### src/rtl/otr_pkg.sv
package otr_pkg;

   typedef struct packed {
      logic [7:0] first_char;
      logic [7:0] next_char;
      logic [7:0] third_char;
      logic       prev_was_value;
   } otr_req_type;

   typedef struct packed {
      logic [5:0] token_kind;
      logic [1:0] chars_used;
   } otr_rsp_type;

   localparam logic [7:0] CH_HASH     = 8'h23;
   localparam logic [7:0] CH_DOLLAR   = 8'h24;
   localparam logic [7:0] CH_PERCENT  = 8'h25;
   localparam logic [7:0] CH_AMP      = 8'h26;
   localparam logic [7:0] CH_LPAREN   = 8'h28;
   localparam logic [7:0] CH_RPAREN   = 8'h29;
   localparam logic [7:0] CH_STAR     = 8'h2A;
   localparam logic [7:0] CH_PLUS     = 8'h2B;
   localparam logic [7:0] CH_COMMA    = 8'h2C;
   localparam logic [7:0] CH_MINUS    = 8'h2D;
   localparam logic [7:0] CH_SLASH    = 8'h2F;
   localparam logic [7:0] CH_DIGIT_0  = 8'h30;
   localparam logic [7:0] CH_DIGIT_9  = 8'h39;
   localparam logic [7:0] CH_COLON    = 8'h3A;
   localparam logic [7:0] CH_SEMI     = 8'h3B;
   localparam logic [7:0] CH_LT       = 8'h3C;
   localparam logic [7:0] CH_EQ       = 8'h3D;
   localparam logic [7:0] CH_GT       = 8'h3E;
   localparam logic [7:0] CH_AT       = 8'h40;
   localparam logic [7:0] CH_UPPER_A  = 8'h41;
   localparam logic [7:0] CH_UPPER_O  = 8'h4F;
   localparam logic [7:0] CH_UPPER_R  = 8'h52;
   localparam logic [7:0] CH_UPPER_Z  = 8'h5A;
   localparam logic [7:0] CH_UNDER    = 8'h5F;
   localparam logic [7:0] CH_LOWER_A  = 8'h61;
   localparam logic [7:0] CH_LOWER_O  = 8'h6F;
   localparam logic [7:0] CH_LOWER_R  = 8'h72;
   localparam logic [7:0] CH_LOWER_Z  = 8'h7A;
   localparam logic [7:0] CH_BAR      = 8'h7C;
   localparam logic [7:0] CH_TILDE    = 8'h7E;
   localparam logic [7:0] CH_BANG     = 8'h21;

   localparam logic [5:0] KIND_ERROR         = 6'd0;
   localparam logic [5:0] KIND_LOGICAL_OR    = 6'd1;
   localparam logic [5:0] KIND_LPAREN        = 6'd2;
   localparam logic [5:0] KIND_RPAREN        = 6'd3;
   localparam logic [5:0] KIND_COMMA         = 6'd4;
   localparam logic [5:0] KIND_SEMICOLON     = 6'd5;
   localparam logic [5:0] KIND_ADDRESS_OF    = 6'd6;
   localparam logic [5:0] KIND_VEC_IND       = 6'd7;
   localparam logic [5:0] KIND_IND           = 6'd8;
   localparam logic [5:0] KIND_BITFIELD      = 6'd9;
   localparam logic [5:0] KIND_CHAR_VEC_IND  = 6'd10;
   localparam logic [5:0] KIND_CHAR_IND      = 6'd11;
   localparam logic [5:0] KIND_LOGICAL_AND   = 6'd12;
   localparam logic [5:0] KIND_BITWISE_AND   = 6'd13;
   localparam logic [5:0] KIND_BITWISE_OR    = 6'd14;
   localparam logic [5:0] KIND_FLOAT_PLUS    = 6'd15;
   localparam logic [5:0] KIND_PLUS          = 6'd16;
   localparam logic [5:0] KIND_FLOAT_MUL     = 6'd17;
   localparam logic [5:0] KIND_MUL           = 6'd18;
   localparam logic [5:0] KIND_FLOAT_DIV     = 6'd19;
   localparam logic [5:0] KIND_DIV           = 6'd20;
   localparam logic [5:0] KIND_ASSIGN        = 6'd21;
   localparam logic [5:0] KIND_COLON         = 6'd22;
   localparam logic [5:0] KIND_FLOAT_NE      = 6'd23;
   localparam logic [5:0] KIND_NE            = 6'd24;
   localparam logic [5:0] KIND_BITWISE_NOT   = 6'd25;
   localparam logic [5:0] KIND_FLOAT_LE      = 6'd26;
   localparam logic [5:0] KIND_LE            = 6'd27;
   localparam logic [5:0] KIND_LSHIFT        = 6'd28;
   localparam logic [5:0] KIND_FLOAT_LT      = 6'd29;
   localparam logic [5:0] KIND_LT            = 6'd30;
   localparam logic [5:0] KIND_FLOAT_GE      = 6'd31;
   localparam logic [5:0] KIND_GE            = 6'd32;
   localparam logic [5:0] KIND_RSHIFT        = 6'd33;
   localparam logic [5:0] KIND_FLOAT_GT      = 6'd34;
   localparam logic [5:0] KIND_GT            = 6'd35;
   localparam logic [5:0] KIND_FLOAT_EQ      = 6'd36;
   localparam logic [5:0] KIND_EQ            = 6'd37;
   localparam logic [5:0] KIND_CONDITIONAL   = 6'd38;
   localparam logic [5:0] KIND_FLOAT_MINUS   = 6'd39;
   localparam logic [5:0] KIND_MINUS         = 6'd40;
   localparam logic [5:0] KIND_LBRACE        = 6'd41;
   localparam logic [5:0] KIND_FLOAT_VEC_IND = 6'd42;

   localparam logic [1:0] USED_ONE   = 2'd1;
   localparam logic [1:0] USED_TWO   = 2'd2;
   localparam logic [1:0] USED_THREE = 2'd3;

endpackage

### src/rtl/operator_token_recognizer.sv
// Operator token recogniser.
// Request channel: req_valid/req_stall with req_data carrying a three
// character window at the lexer position and the previous-token-was-value
// flag. A request is taken on a clock edge with req_valid high and req_stall
// low.
// Response channel: rsp_valid/rsp_stall with rsp_data carrying the operator
// token kind (0 on error) and the number of window characters consumed.
// One register holds the request, and the match logic sits between it and
// the response register; rsp_valid rises when the response register loads,
// which waits while rsp_stall holds a pending response.
// Throughput: one request per cycle, limited only by the downstream stall.
// A waiting response does not block the next request while the input
// register is free; req_stall rises only when both registers are full and
// rsp_stall is high.
// Reset (synchronous, active high) empties both registers; payload is kept.
// While rsp_stall is high the response and its valid hold steady.
module operator_token_recognizer
   import otr_pkg::*;
(
   input  logic        clock,
   input  logic        reset,
   input  logic        req_valid,
   output logic        req_stall,
   input  otr_req_type req_data,
   output logic        rsp_valid,
   input  logic        rsp_stall,
   output otr_rsp_type rsp_data
);

   logic        req_valid_ff, req_valid_in;
   otr_req_type req_ff;
   logic        rsp_valid_ff, rsp_valid_in;
   otr_rsp_type rsp_ff, rsp_in;
   logic        rsp_free;
   logic        req_take;
   logic        rsp_load;

   function automatic logic is_ident(input logic [7:0] ch);
      return (ch >= CH_DIGIT_0 && ch <= CH_DIGIT_9) ||
             (ch >= CH_UPPER_A && ch <= CH_UPPER_Z) ||
             (ch >= CH_LOWER_A && ch <= CH_LOWER_Z) || ch == CH_UNDER;
   endfunction

   assign rsp_free  = !rsp_valid_ff || !rsp_stall;
   assign req_stall = req_valid_ff && !rsp_free;
   assign req_take  = req_valid && !req_stall;
   assign rsp_load  = req_valid_ff && rsp_free;

   assign req_valid_in = req_take || (req_valid_ff && !rsp_free);
   assign rsp_valid_in = rsp_load || (rsp_valid_ff && rsp_stall);

   always_comb begin
      logic [7:0] c, n, t;
      c = req_ff.first_char;
      n = req_ff.next_char;
      t = req_ff.third_char;
      rsp_in.token_kind = KIND_ERROR;
      rsp_in.chars_used = USED_ONE;
      if (c == CH_UPPER_O || c == CH_LOWER_O) begin
         if (n == CH_UPPER_R || n == CH_LOWER_R) begin
            rsp_in.chars_used = USED_TWO;
            if (!is_ident(t)) begin
               rsp_in.token_kind = KIND_LOGICAL_OR;
            end
         end
      end else begin
         case (c)
            CH_LPAREN: rsp_in.token_kind = KIND_LPAREN;
            CH_RPAREN: rsp_in.token_kind = KIND_RPAREN;
            CH_COMMA:  rsp_in.token_kind = KIND_COMMA;
            CH_SEMI:   rsp_in.token_kind = KIND_SEMICOLON;
            CH_AT:     rsp_in.token_kind = KIND_ADDRESS_OF;
            CH_BANG: begin
               rsp_in.token_kind = req_ff.prev_was_value ? KIND_VEC_IND : KIND_IND;
            end
            CH_PERCENT: begin
               if (n == CH_PERCENT) begin
                  rsp_in.token_kind = KIND_BITFIELD;
                  rsp_in.chars_used = USED_TWO;
               end else begin
                  rsp_in.token_kind = req_ff.prev_was_value ? KIND_CHAR_VEC_IND
                                                            : KIND_CHAR_IND;
               end
            end
            CH_AMP: begin
               if (n == CH_AMP) begin
                  rsp_in.token_kind = KIND_LOGICAL_AND;
                  rsp_in.chars_used = USED_TWO;
               end else begin
                  rsp_in.token_kind = KIND_BITWISE_AND;
               end
            end
            CH_BAR: begin
               if (n == CH_BAR) begin
                  rsp_in.token_kind = KIND_LOGICAL_OR;
                  rsp_in.chars_used = USED_TWO;
               end else begin
                  rsp_in.token_kind = KIND_BITWISE_OR;
               end
            end
            CH_PLUS: begin
               if (n == CH_HASH) begin
                  rsp_in.token_kind = KIND_FLOAT_PLUS;
                  rsp_in.chars_used = USED_TWO;
               end else begin
                  rsp_in.token_kind = KIND_PLUS;
               end
            end
            CH_STAR: begin
               if (n == CH_HASH) begin
                  rsp_in.token_kind = KIND_FLOAT_MUL;
                  rsp_in.chars_used = USED_TWO;
               end else begin
                  rsp_in.token_kind = KIND_MUL;
               end
            end
            CH_SLASH: begin
               if (n == CH_HASH) begin
                  rsp_in.token_kind = KIND_FLOAT_DIV;
                  rsp_in.chars_used = USED_TWO;
               end else begin
                  rsp_in.token_kind = KIND_DIV;
               end
            end
            CH_COLON: begin
               if (n == CH_EQ) begin
                  rsp_in.token_kind = KIND_ASSIGN;
                  rsp_in.chars_used = USED_TWO;
               end else begin
                  rsp_in.token_kind = KIND_COLON;
               end
            end
            CH_TILDE: begin
               if (n == CH_EQ && t == CH_HASH) begin
                  rsp_in.token_kind = KIND_FLOAT_NE;
                  rsp_in.chars_used = USED_THREE;
               end else if (n == CH_EQ) begin
                  rsp_in.token_kind = KIND_NE;
                  rsp_in.chars_used = USED_TWO;
               end else begin
                  rsp_in.token_kind = KIND_BITWISE_NOT;
               end
            end
            CH_LT: begin
               if (n == CH_EQ && t == CH_HASH) begin
                  rsp_in.token_kind = KIND_FLOAT_LE;
                  rsp_in.chars_used = USED_THREE;
               end else if (n == CH_EQ) begin
                  rsp_in.token_kind = KIND_LE;
                  rsp_in.chars_used = USED_TWO;
               end else if (n == CH_LT) begin
                  rsp_in.token_kind = KIND_LSHIFT;
                  rsp_in.chars_used = USED_TWO;
               end else if (n == CH_HASH) begin
                  rsp_in.token_kind = KIND_FLOAT_LT;
                  rsp_in.chars_used = USED_TWO;
               end else begin
                  rsp_in.token_kind = KIND_LT;
               end
            end
            CH_GT: begin
               if (n == CH_EQ && t == CH_HASH) begin
                  rsp_in.token_kind = KIND_FLOAT_GE;
                  rsp_in.chars_used = USED_THREE;
               end else if (n == CH_EQ) begin
                  rsp_in.token_kind = KIND_GE;
                  rsp_in.chars_used = USED_TWO;
               end else if (n == CH_GT) begin
                  rsp_in.token_kind = KIND_RSHIFT;
                  rsp_in.chars_used = USED_TWO;
               end else if (n == CH_HASH) begin
                  rsp_in.token_kind = KIND_FLOAT_GT;
                  rsp_in.chars_used = USED_TWO;
               end else begin
                  rsp_in.token_kind = KIND_GT;
               end
            end
            CH_EQ: begin
               if (n == CH_HASH) begin
                  rsp_in.token_kind = KIND_FLOAT_EQ;
                  rsp_in.chars_used = USED_TWO;
               end else begin
                  rsp_in.token_kind = KIND_EQ;
               end
            end
            CH_MINUS: begin
               if (n == CH_GT) begin
                  rsp_in.token_kind = KIND_CONDITIONAL;
                  rsp_in.chars_used = USED_TWO;
               end else if (n == CH_HASH) begin
                  rsp_in.token_kind = KIND_FLOAT_MINUS;
                  rsp_in.chars_used = USED_TWO;
               end else begin
                  rsp_in.token_kind = KIND_MINUS;
               end
            end
            CH_DOLLAR: begin
               if (n == CH_LPAREN) begin
                  rsp_in.token_kind = KIND_LBRACE;
                  rsp_in.chars_used = USED_TWO;
               end
            end
            CH_HASH: begin
               if (n == CH_PERCENT) begin
                  rsp_in.token_kind = KIND_FLOAT_VEC_IND;
                  rsp_in.chars_used = USED_TWO;
               end
            end
            default: begin
               rsp_in.token_kind = KIND_ERROR;
            end
         endcase
      end
   end

   always_ff @(posedge clock) begin
      if (reset) begin
         req_valid_ff <= 1'b0;
         rsp_valid_ff <= 1'b0;
      end else begin
         req_valid_ff <= req_valid_in;
         rsp_valid_ff <= rsp_valid_in;
      end
   end

   always_ff @(posedge clock) begin
      if (req_take) begin
         req_ff <= req_data;
      end
      if (rsp_load) begin
         rsp_ff <= rsp_in;
      end
   end

   assign rsp_valid = rsp_valid_ff;
   assign rsp_data  = rsp_ff;

endmodule
### config.mk
export PLATFORM = sky130hd
export DESIGN_NAME = operator_token_recognizer
export DESIGN_NICKNAME = d
export VERILOG_FILES = /design/src/rtl/otr_pkg.sv /design/src/rtl/operator_token_recognizer.sv
export SDC_FILE = /design/constraint.sdc
export NUM_CORES = 1
export LEC_CHECK = 0
export ABC_AREA = 1
export BUFFER_PORTS_ARGS = -buffer_cell sky130_fd_sc_hd__buf_2
export CAP_MARGIN = 20
export CORE_MARGIN = 1.5
export CORE_UTILIZATION = 51
export CTS_BUF_LIST = sky130_fd_sc_hd__clkbuf_8
export DETAILED_ROUTE_END_ITERATION = 12
export PLACE_DENSITY = 0.74
export SLEW_MARGIN = 10
export SYNTH_ARGS = -nofsm -noshare
export SYNTH_HDL_FRONTEND = slang
export SYNTH_SLANG_ARGS = --single-unit
### constraint.sdc
create_clock -name clock -period 1.9 [get_ports clock]
set_input_delay 0.095 -clock clock [delete_from_list [all_inputs] [get_ports clock]]
set_output_delay 0.095 -clock clock [all_outputs]
set_load 0.01 [all_outputs]
==> results.yml, run 1 <==
sta:
  hold_viol_final: 0
  fmax_ghz: 0.5396
  fin_setup_tns_ns: 0
  fin_skew_ns: 0.004442
  finalCriticalPeriod_ns: 1.853
  hold_ws_ns: 0.05353
  setup_viol: 0
  slew_violations: 0
  relSlewSlack: 0.8148
  worst_pin_slew_ns: 0.2775
  period_share: 0.9755
logic_synthesis:
  netlist_area_sq_mm: 0.002161
  synth_cells: 297
  synthDistinctLibCells: 24
  ys_seq_area_frac: 0.4771
  syn_avg_cell_area_sq_um: 7.275
  synth-seq-cells: 35
  ys_warn_count: 0
  synth_nets: 326
placed_design:
  port_buffers: 38
  placed_area_sq_mm: 0.002467
  dp_hpwl_mm: 4.310
  gp_congestion: 1.027
flow_run:
  cap_viol_max_count: 0
routing:
  drcViolationCount: 0
  totalWireLength_mm: 6.195
  wire_per_inst_um: 14.24
  num_vias: 2317
  first_pass_iters: 7
  drt_iter0_drc: 261
  ant_nets: 0
  vias_per_cell: 5.326
worst_setup_path:
  worstSetupPathType: "register to register"
  worst_setup_path_start_kind: "register"
  end_kind: "register"
  required_ns: 1.95
  crit_fanout: 6
  crit_arrival_ns: 1.91
global_route:
  grt_usage: 0.2826
  grt_max_degree: 24
  antenna_found_initial: 0
  grt_pass1_wl_mm: 9.501
  grt_pass1_vias: 2110
  gr-total-overflow: 0
die:
  initial_core_util: 0.5363
  core_area_sq_mm: 0.004029
  pin_count: 39
  dieHeight_um: 68.09
  die_area_sq_mm: 0.004636
  placementRows: 23
  fp.dieW_um: 68.09
clocking:
  clk_latency_ns: 0.29
  clock_path_buffers: 2
  clk_pin_slew_ns: 0.07
  htree_levels: 2
  cts-root-buf: "clkbuf_8"
  clkSinkCount: 35
  numCtsBuffers: 5
  cts_tree: "built"
final_layout:
  num-nets-final: 413
  final_area_sq_mm: 0.002977
  seqCellArea_sq_mm: 0.001031
  layout-drive-gt1-share: 0.2623
  multi_input_area_sq_mm: 0.001059
  area_growth_pct: 37.75
  fill_cells: 315
  antenna_cells: 0
run_status:
  status: "finished clean"
power_and_ir_drop:
  power-per-cell-area_mw_per_mm2: 560.3
  leakagePower_uw: 0.001431
  ir_worst_vdd_mv: 0.4344
min_path:
  worstHoldPathType: "input port to register"
==> state kept, by name, indices dropped and copies added, names as in the netlist <==
| register | cells |
|---|---|
| req_valid_ff | 1 |
| req_ff | 25 |
| rsp_data | 8 |
| rsp_valid | 1 |
==> synth_stat cells, drive strengths merged <==
cell | count | area (sq um)
nand4 | 5 | 31.28
o211ai | 3 | 22.52
o21ai | 13 | 65.06
a31oi | 2 | 12.51
inv | 39 | 146.4
buf | 2 | 18.77
edfxtp | 33 | 991.0
dfxtp | 2 | 40.04
nand3 | 16 | 80.08
o22ai | 1 | 6.260
or2 | 1 | 6.260
a21oi | 9 | 45.04
o21a | 1 | 7.510
nand2 | 98 | 375.4
nor4 | 1 | 6.260
nor3 | 6 | 35.03
nor2 | 65 | 271.5
==> cell usage in the layout, fill, tap and decap left out, types with 6 or more instances in the layout <==
| master | n |
|---|---|
| edfxtp_1 | 33 |
| buf_2 | 38 |
| a21oi_1 | 9 |
| nor2_1 | 50 |
| nand2_1 | 84 |
| o21ai_0 | 12 |
| dlygate4sd3_1 | 26 |
| inv_1 | 30 |
| nand3_1 | 16 |
| buf_4 | 15 |
| nor2_4 | 6 |
| nor2_2 | 10 |
| nand2_2 | 10 |
| inv_2 | 9 |
==> stage by stage <==
step           worst slack (ns)  std cells  power [uW]    util
2_1_floorplan            0.3369        297        1020       -
3_3_place_gp           -0.01590        391        1084  0.6124
3_5_place_dp           -0.01119        391        1088  0.6124
4_1_cts               0.0007199        426        1641  0.7003
5_1_grt                -0.03545        435        1730  0.7388
6_report                0.04663        435        1668  0.7388
==> critical path, stage by stage (launching register included) <==
cell and delay [ns]:
edfxtp_1 0.44, inv_2 0.12, nand2_4 0.07, nor2_4 0.25
buf_6 0.13, nand2_1 0.05, nand2_2 0.07, nor2_1 0.07
nand2_1 0.06, nor2_1 0.05, nor2_2 0.11, nand3_1 0.09
nand2_1 0.06, inv_1 0.04
==> final cells by class <==
cell class / instances / share of cell area
Multi-Input combinational cell: 222 / 0.3556
Inverter: 39 / 0.04918
Sequential cell: 35 / 0.3464
Clock inverter: 3 / 0.005044
Tap cell: 50 / 0.02102
Clock buffer: 5 / 0.02312
Timing Repair Buffer: 81 / 0.1997
==> cells by family after synthesis <==
kind of cell           count (synthesis)  synth area share
AND/OR/NAND/NOR                      192            0.3729
buffers and inverters                 41           0.07643
flip-flops                            35            0.4771
AO/OA/AOI/OAI                         29           0.07354
==> path summary, 6_finish.rpt <==
check	startpoint	end	slack, ns	cells past startpoint
worst min register to register	req_valid_ff	rsp_valid	0.47	2
worst min-delay path	req_valid	req_valid_ff	0.05	3
worst max register to register	req_ff[21]	rsp_data[0]	0.05	13
worst max-delay path	req_ff[21]	rsp_data[0]	0.05	13
==> repair_timing <==
item | in CTS | in global routing
cloned | 0 | 1
resized for setup | 1 | 32
hold endpoints to repair | 27 | 0
endpoints found under the setup margin | 1 | 6
buffers inserted | 1 | 8
hold buffers | 26 | 0
pin swaps | 1 | 6
==> report_power, final <==
group / internal, uW / switching [uW]
Sequential: 889 / 28.0
Clock: 249 / 273
Combinational: 105 / 123
Total: 1240 / 425
==> routing by layer <==
layer | GRT usage | share of wire | vias up
li1 | - | - | 1142
met1 | 0.3548 | 0.39 | 1012
met2 | 0.4818 | 0.49 | 142
met3 | 0.04276 | 0.082 | 21
met4 | 0.1225 | 0.031 | 0
met5 | 0 | 0 | -
No activity file was read; power rests on OpenSTA's default activity.
==> run 2, diff against run 1 <==
--- a/config.mk
+++ b/config.mk
@@ -13,6 +13,7 @@
 export CTS_BUF_LIST = sky130_fd_sc_hd__clkbuf_8
 export DETAILED_ROUTE_END_ITERATION = 12
 export PLACE_DENSITY = 0.74
+export RECOVER_POWER = 100
 export SLEW_MARGIN = 10
 export SYNTH_ARGS = -nofsm -noshare
 export SYNTH_HDL_FRONTEND = slang
==> results.yml, run 2 (synthesis gave the netlist of run 1 again) <==
global_route:
  grt_pass1_wl_mm: 9.501
  grt_pass1_vias: 2110
  antenna_found_initial: 0
  grt_usage: 0.2826
  gr-total-overflow: 0
  grt_max_degree: 24
final_layout:
  largest_register_ffs: 25
  regMostFlops: "req_ff"
  area_growth_pct: 36.25
  layout-drive-gt1-share: 0.2312
  mostFrequentLayoutCell: "nand2_1"
  layoutNonFillerInstCount: 435
  fill_cells: 328
  antenna_cells: 0
  final_cell_mix: "nand2_1 (84), nor2_1 (50), edfxtp_1 (33)"
  num-nets-final: 413
clocking:
  cts_tree: "built"
  htree_levels: 2
  clk_pin_slew_ns: 0.07
  numCtsBuffers: 5
  clkSinkCount: 35
  clock_path_buffers: 2
  clk_latency_ns: 0.29
  cts-root-buf: "clkbuf_8"
worst_setup_path:
  worstSetupPathType: "register to register"
  r2r_cells: 13
  end_kind: "register"
  required_ns: 1.96
  worst_setup_path_start_kind: "register"
  crit_arrival_ns: 1.91
  crit_fanout: 6
routing:
  num_vias: 2333
  ant_nets: 0
  drt_iter0_drc: 254
  vias_per_cell: 5.363
  wire_per_inst_um: 14.35
  first_pass_iters: 7
  totalWireLength_mm: 6.242
  drcViolationCount: 0
power_and_ir_drop:
  power-per-cell-area_mw_per_mm2: 565.2
  leakagePower_uw: 0.001384
  ir_worst_vdd_mv: 0.4346
  p_total_uw: 1664
sta:
  fmax_ghz: 0.5411
  period_share: 0.9727
  setup_viol: 0
  finalCriticalPeriod_ns: 1.848
  slew_violations: 0
  worst_pin_slew_ns: 0.5874
  hold_ws_ns: 0.04905
  relSlewSlack: 0.6084
  fin_skew_ns: 0.004227
  hold_viol_final: 0
placed_design:
  dp_hpwl_mm: 4.310
  place_inst: 391
  port_buffers: 38
  gp_congestion: 1.027
run_status:
  status: "finished clean"
die:
  core_area_sq_mm: 0.004029
  pin_count: 39
  die_area_sq_mm: 0.004636
  fp.dieW_um: 68.09
  dieHeight_um: 68.09
  placementRows: 23
  initial_core_util: 0.5363
min_path:
  holdPathStages: 3
  worstHoldPathType: "input port to register"
flow_run:
  cap_viol_max_count: 0
run 2: changes by cell type in the layout (fill, tap and decap cells not counted):
cell      change
clkbuf_2      +1
buf_2        -11
clkbuf_1     +12
buf_4         -1
buf_12        -1
run 2: what timing repair did:
item | CTS | global route
cloned | 0 | 1
endpoints found under the hold margin | 27 | 0
hold buffers | 26 | 0
setup endpoints to repair | 1 | 6
pin swaps | 1 | 6
setup buffers | 1 | 8
resized for setup | 1 | 32
run 2: worst paths after layout:
check	start	to	slack, ns
worst max-delay path	req_ff[21]	rsp_data[0]	0.05
worst min-delay path	req_valid	req_valid_ff	0.05
worst max register to register	req_ff[21]	rsp_data[0]	0.05
worst min register to register	req_valid_ff	rsp_valid	0.47
run 2: metal layers:
metal | global-route usage | wire length, um
met5 | 0 | 0
met4 | 0.1225 | 215
met3 | 0.04276 | 564
met2 | 0.4818 | 3019
met1 | 0.3548 | 2443
run 2: final cells by class:
type                    count  area [sq um]  area share
flip-flops and latches     35          1031      0.3502
clock inverters             3         15.01    0.005100
clock buffers               5         68.82     0.02337
inverters                  39         146.4     0.04972
well taps                  50         62.56     0.02125
multi-input cells         222          1059      0.3595
repair buffers             81         561.8      0.1908
run 2: worst max-delay path, cell delays in order, from the launching register on:
cell	delay [ns]
edfxtp_1	0.45
inv_2	0.12
nand2_4	0.07
nor2_4	0.25
buf_6	0.13
nand2_1	0.05
nand2_2	0.07
nor2_1	0.07
nand2_1	0.06
nor2_1	0.05
nor2_2	0.11
nand3_1	0.09
nand2_1	0.06
inv_1	0.04
run 2: through the flow:
| step | area, sq um | worst slack, ns | TNS (ns) | utilization |
|---|---|---|---|---|
| 5_1_grt | 2944 | -0.03545 | -0.04775 | 0.7307 |
| 4_1_cts | 2821 | 0.0007199 | 0 | 0.7003 |
| 3_5_place_dp | 2467 | -0.01119 | -0.01119 | 0.6124 |
| 2_1_floorplan | 2161 | 0.3369 | 0 | - |
| 3_3_place_gp | 2467 | -0.01590 | -0.01590 | 0.6124 |
| 6_report | 2944 | 0.05189 | 0 | 0.7307 |
run 2: report_power, final:
group | switching [uW] | total (uW) | internal, uW | leakage, uW
clock | 277 | 525 | 249 | 0.0000392
combinational | 123 | 221 | 98.2 | 0.00100
sequential | 28.1 | 918 | 890 | 0.000342
total | 427 | 1660 | 1240 | 0.00138
==> run 3, diff against run 2 <==
--- a/config.mk
+++ b/config.mk
@@ -13,7 +13,7 @@
 export CTS_BUF_LIST = sky130_fd_sc_hd__clkbuf_8
 export DETAILED_ROUTE_END_ITERATION = 12
 export PLACE_DENSITY = 0.74
-export RECOVER_POWER = 100
+export RECOVER_POWER = 50
 export SLEW_MARGIN = 10
 export SYNTH_ARGS = -nofsm -noshare
 export SYNTH_HDL_FRONTEND = slang
==> results.yml, run 3 (synthesis gave the netlist of run 1 again) <==
run_status:
  status: "finished clean"
final_layout:
  mostFrequentLayoutCell: "nand2_1"
  area_growth_pct: 37.00
  final_cell_mix: "nand2_1 (84), nor2_1 (50), edfxtp_1 (33)"
  antenna_cells: 0
  largest_register_ffs: 25
  post-route-util: 0.7348
  regMostFlops: "req_ff"
  num-nets-final: 413
  final_area_sq_mm: 0.002960
  layout-drive-gt1-share: 0.2338
die:
  initial_core_util: 0.5363
  fp.dieW_um: 68.09
  die_area_sq_mm: 0.004636
  core_area_sq_mm: 0.004029
  placementRows: 23
  dieHeight_um: 68.09
  pin_count: 39
min_path:
  holdPathStages: 3
  min_to: "req_valid_ff"
  min_from: "req_valid"
  worstHoldPathType: "input port to register"
worst_setup_path:
  crit_arrival_ns: 1.91
  crit_slowest_cell: "edfxtp_1"
  r2r_cells: 13
  required_ns: 1.96
  crit_top_cell: "nand2_1"
  worst_setup_path_start_kind: "register"
  critPathBufInv: 3
  slowest_delay_ns: 0.44
  cpLargestDelayFamily: "simple AND/OR/NAND/NOR gates"
  end_kind: "register"
  r2r_start: "req_ff[21]"
  worstSetupPathType: "register to register"
  reg2reg_to: "rsp_data[0]"
  path_cells: "inv_2, nand2_4, nor2_4, buf_6, nand2_1, nand2_2, nor2_1, nand2_1, nor2_1, nor2_2, nand3_1, nand2_1, inv_1"
  crit_fanout: 6
  ff2ff_setup_slack_ns: 0.05
power_and_ir_drop:
  power-per-cell-area_mw_per_mm2: 563.1
  p_total_uw: 1667
  p_switching_uw: 426.8
  swShare: 0.2560
  leakagePower_uw: 0.001394
  clkPwrFrac: 0.314
  p_int_uw: 1240
  ir_worst_vdd_mv: 0.4343
  power.share.sequential: 0.550
  combPwrFrac: 0.135
routing:
  drcViolationCount: 0
  ant_nets: 0
  drt_iter0_drc: 266
  wire_per_inst_um: 14.34
  vias_per_cell: 5.368
  num_vias: 2335
  first_pass_iters: 5
  totalWireLength_mm: 6.237
clocking:
  clk_pin_slew_ns: 0.07
  cts-root-buf: "clkbuf_8"
  clk_latency_ns: 0.29
  numCtsBuffers: 5
  clock_path_buffers: 2
  clkSinkCount: 35
  cts_tree: "built"
  htree_levels: 2
global_route:
  antenna_found_initial: 0
  grt_pass1_vias: 2110
  gr-total-overflow: 0
  grt_pass1_wl_mm: 9.501
  grt_usage: 0.2826
  grt_max_degree: 24
sta:
  slew_violations: 0
  worst_pin_slew_ns: 0.4515
  period_share: 0.9759
  finalCriticalPeriod_ns: 1.854
  fin_skew_ns: 0.004392
  hold_ws_ns: 0.05128
  setup_viol: 0
  fin_setup_tns_ns: 0
  hold_viol_final: 0
  fmax_ghz: 0.5393
  relSlewSlack: 0.6990
placed_design:
  placed_area_sq_mm: 0.002467
  port_buffers: 38
  gp_congestion: 1.027
  dp_hpwl_mm: 4.310
flow_run:
  cap_viol_max_count: 0
[run 3: cell count changes in the layout (fill, tap and decap cells not counted)]
| cell | delta |
|---|---|
| clkbuf_2 | -1 |
| clkbuf_1 | -1 |
| buf_2 | +1 |
| buf_12 | +1 |
[run 3: routing by layer]
layer  GRT usage  up-vias  routed length [um]
met3     0.04276       33                 532
met4      0.1225        0                 234
met2      0.4818      134                3015
met5           0        -                   0
met1      0.3548     1027                2455
li1            -     1141                   -
[run 3: area by class of cell]
class                   count  area, sq um
inverters                  39        146.4
well taps                  50        62.56
repair buffers             81        578.1
multi-input cells         222         1059
flip-flops and latches     35         1031
fillers                   325         1069
clock inverters             3        15.01
clock buffers               5        68.82
[run 3: power groups by stage]
stage	Combinational [uW]	Clock [uW]	Sequential [uW]
6_report	226	524	917
5_1_grt	248	556	923
4_1_cts	199	528	914
3_5_place_dp	157	0	931
3_3_place_gp	154	0	930
2_1_floorplan	89.7	0	930
[run 3: worst max-delay path by stage]
stage          slack (ns)           to  cells past startpoint       start
2_1_floorplan        0.34  rsp_data[2]                     11  req_ff[15]
3_3_place_gp        -0.02  rsp_data[0]                     12  req_ff[13]
3_5_place_dp        -0.01  rsp_data[0]                     12  req_ff[21]
4_1_cts            0.0007  rsp_data[0]                     12  req_ff[24]
5_1_grt             -0.04  rsp_data[0]                     11  req_ff[22]
6_report             0.05  rsp_data[0]                     13  req_ff[21]
[run 3: per-stage QoR]
| stage | instances | setup slack, ns |
|---|---|---|
| after global placement | 391 | -0.01590 |
| after floorplan | 297 | 0.3369 |
| after detailed placement | 391 | -0.01119 |
| after CTS | 426 | 0.0007199 |
| after global routing | 435 | -0.03545 |
| final | 435 | 0.04581 |
[run 3: repair_timing]
| item | CTS | global route |
|---|---|---|
| pin swaps | 1 | 6 |
| cloned | 0 | 1 |
| setup endpoints to repair | 1 | 6 |
| setup buffers | 1 | 8 |
| hold buffers | 26 | 0 |
| hold endpoints to repair | 27 | 0 |
| gates resized for setup | 1 | 32 |
[run 3: worst register-to-register path: cells and delay by family (launching register included)]
family	cells	cell delay, ns
buf+inv	3	0.30
flops	1	0.44
simple gates	10	0.89
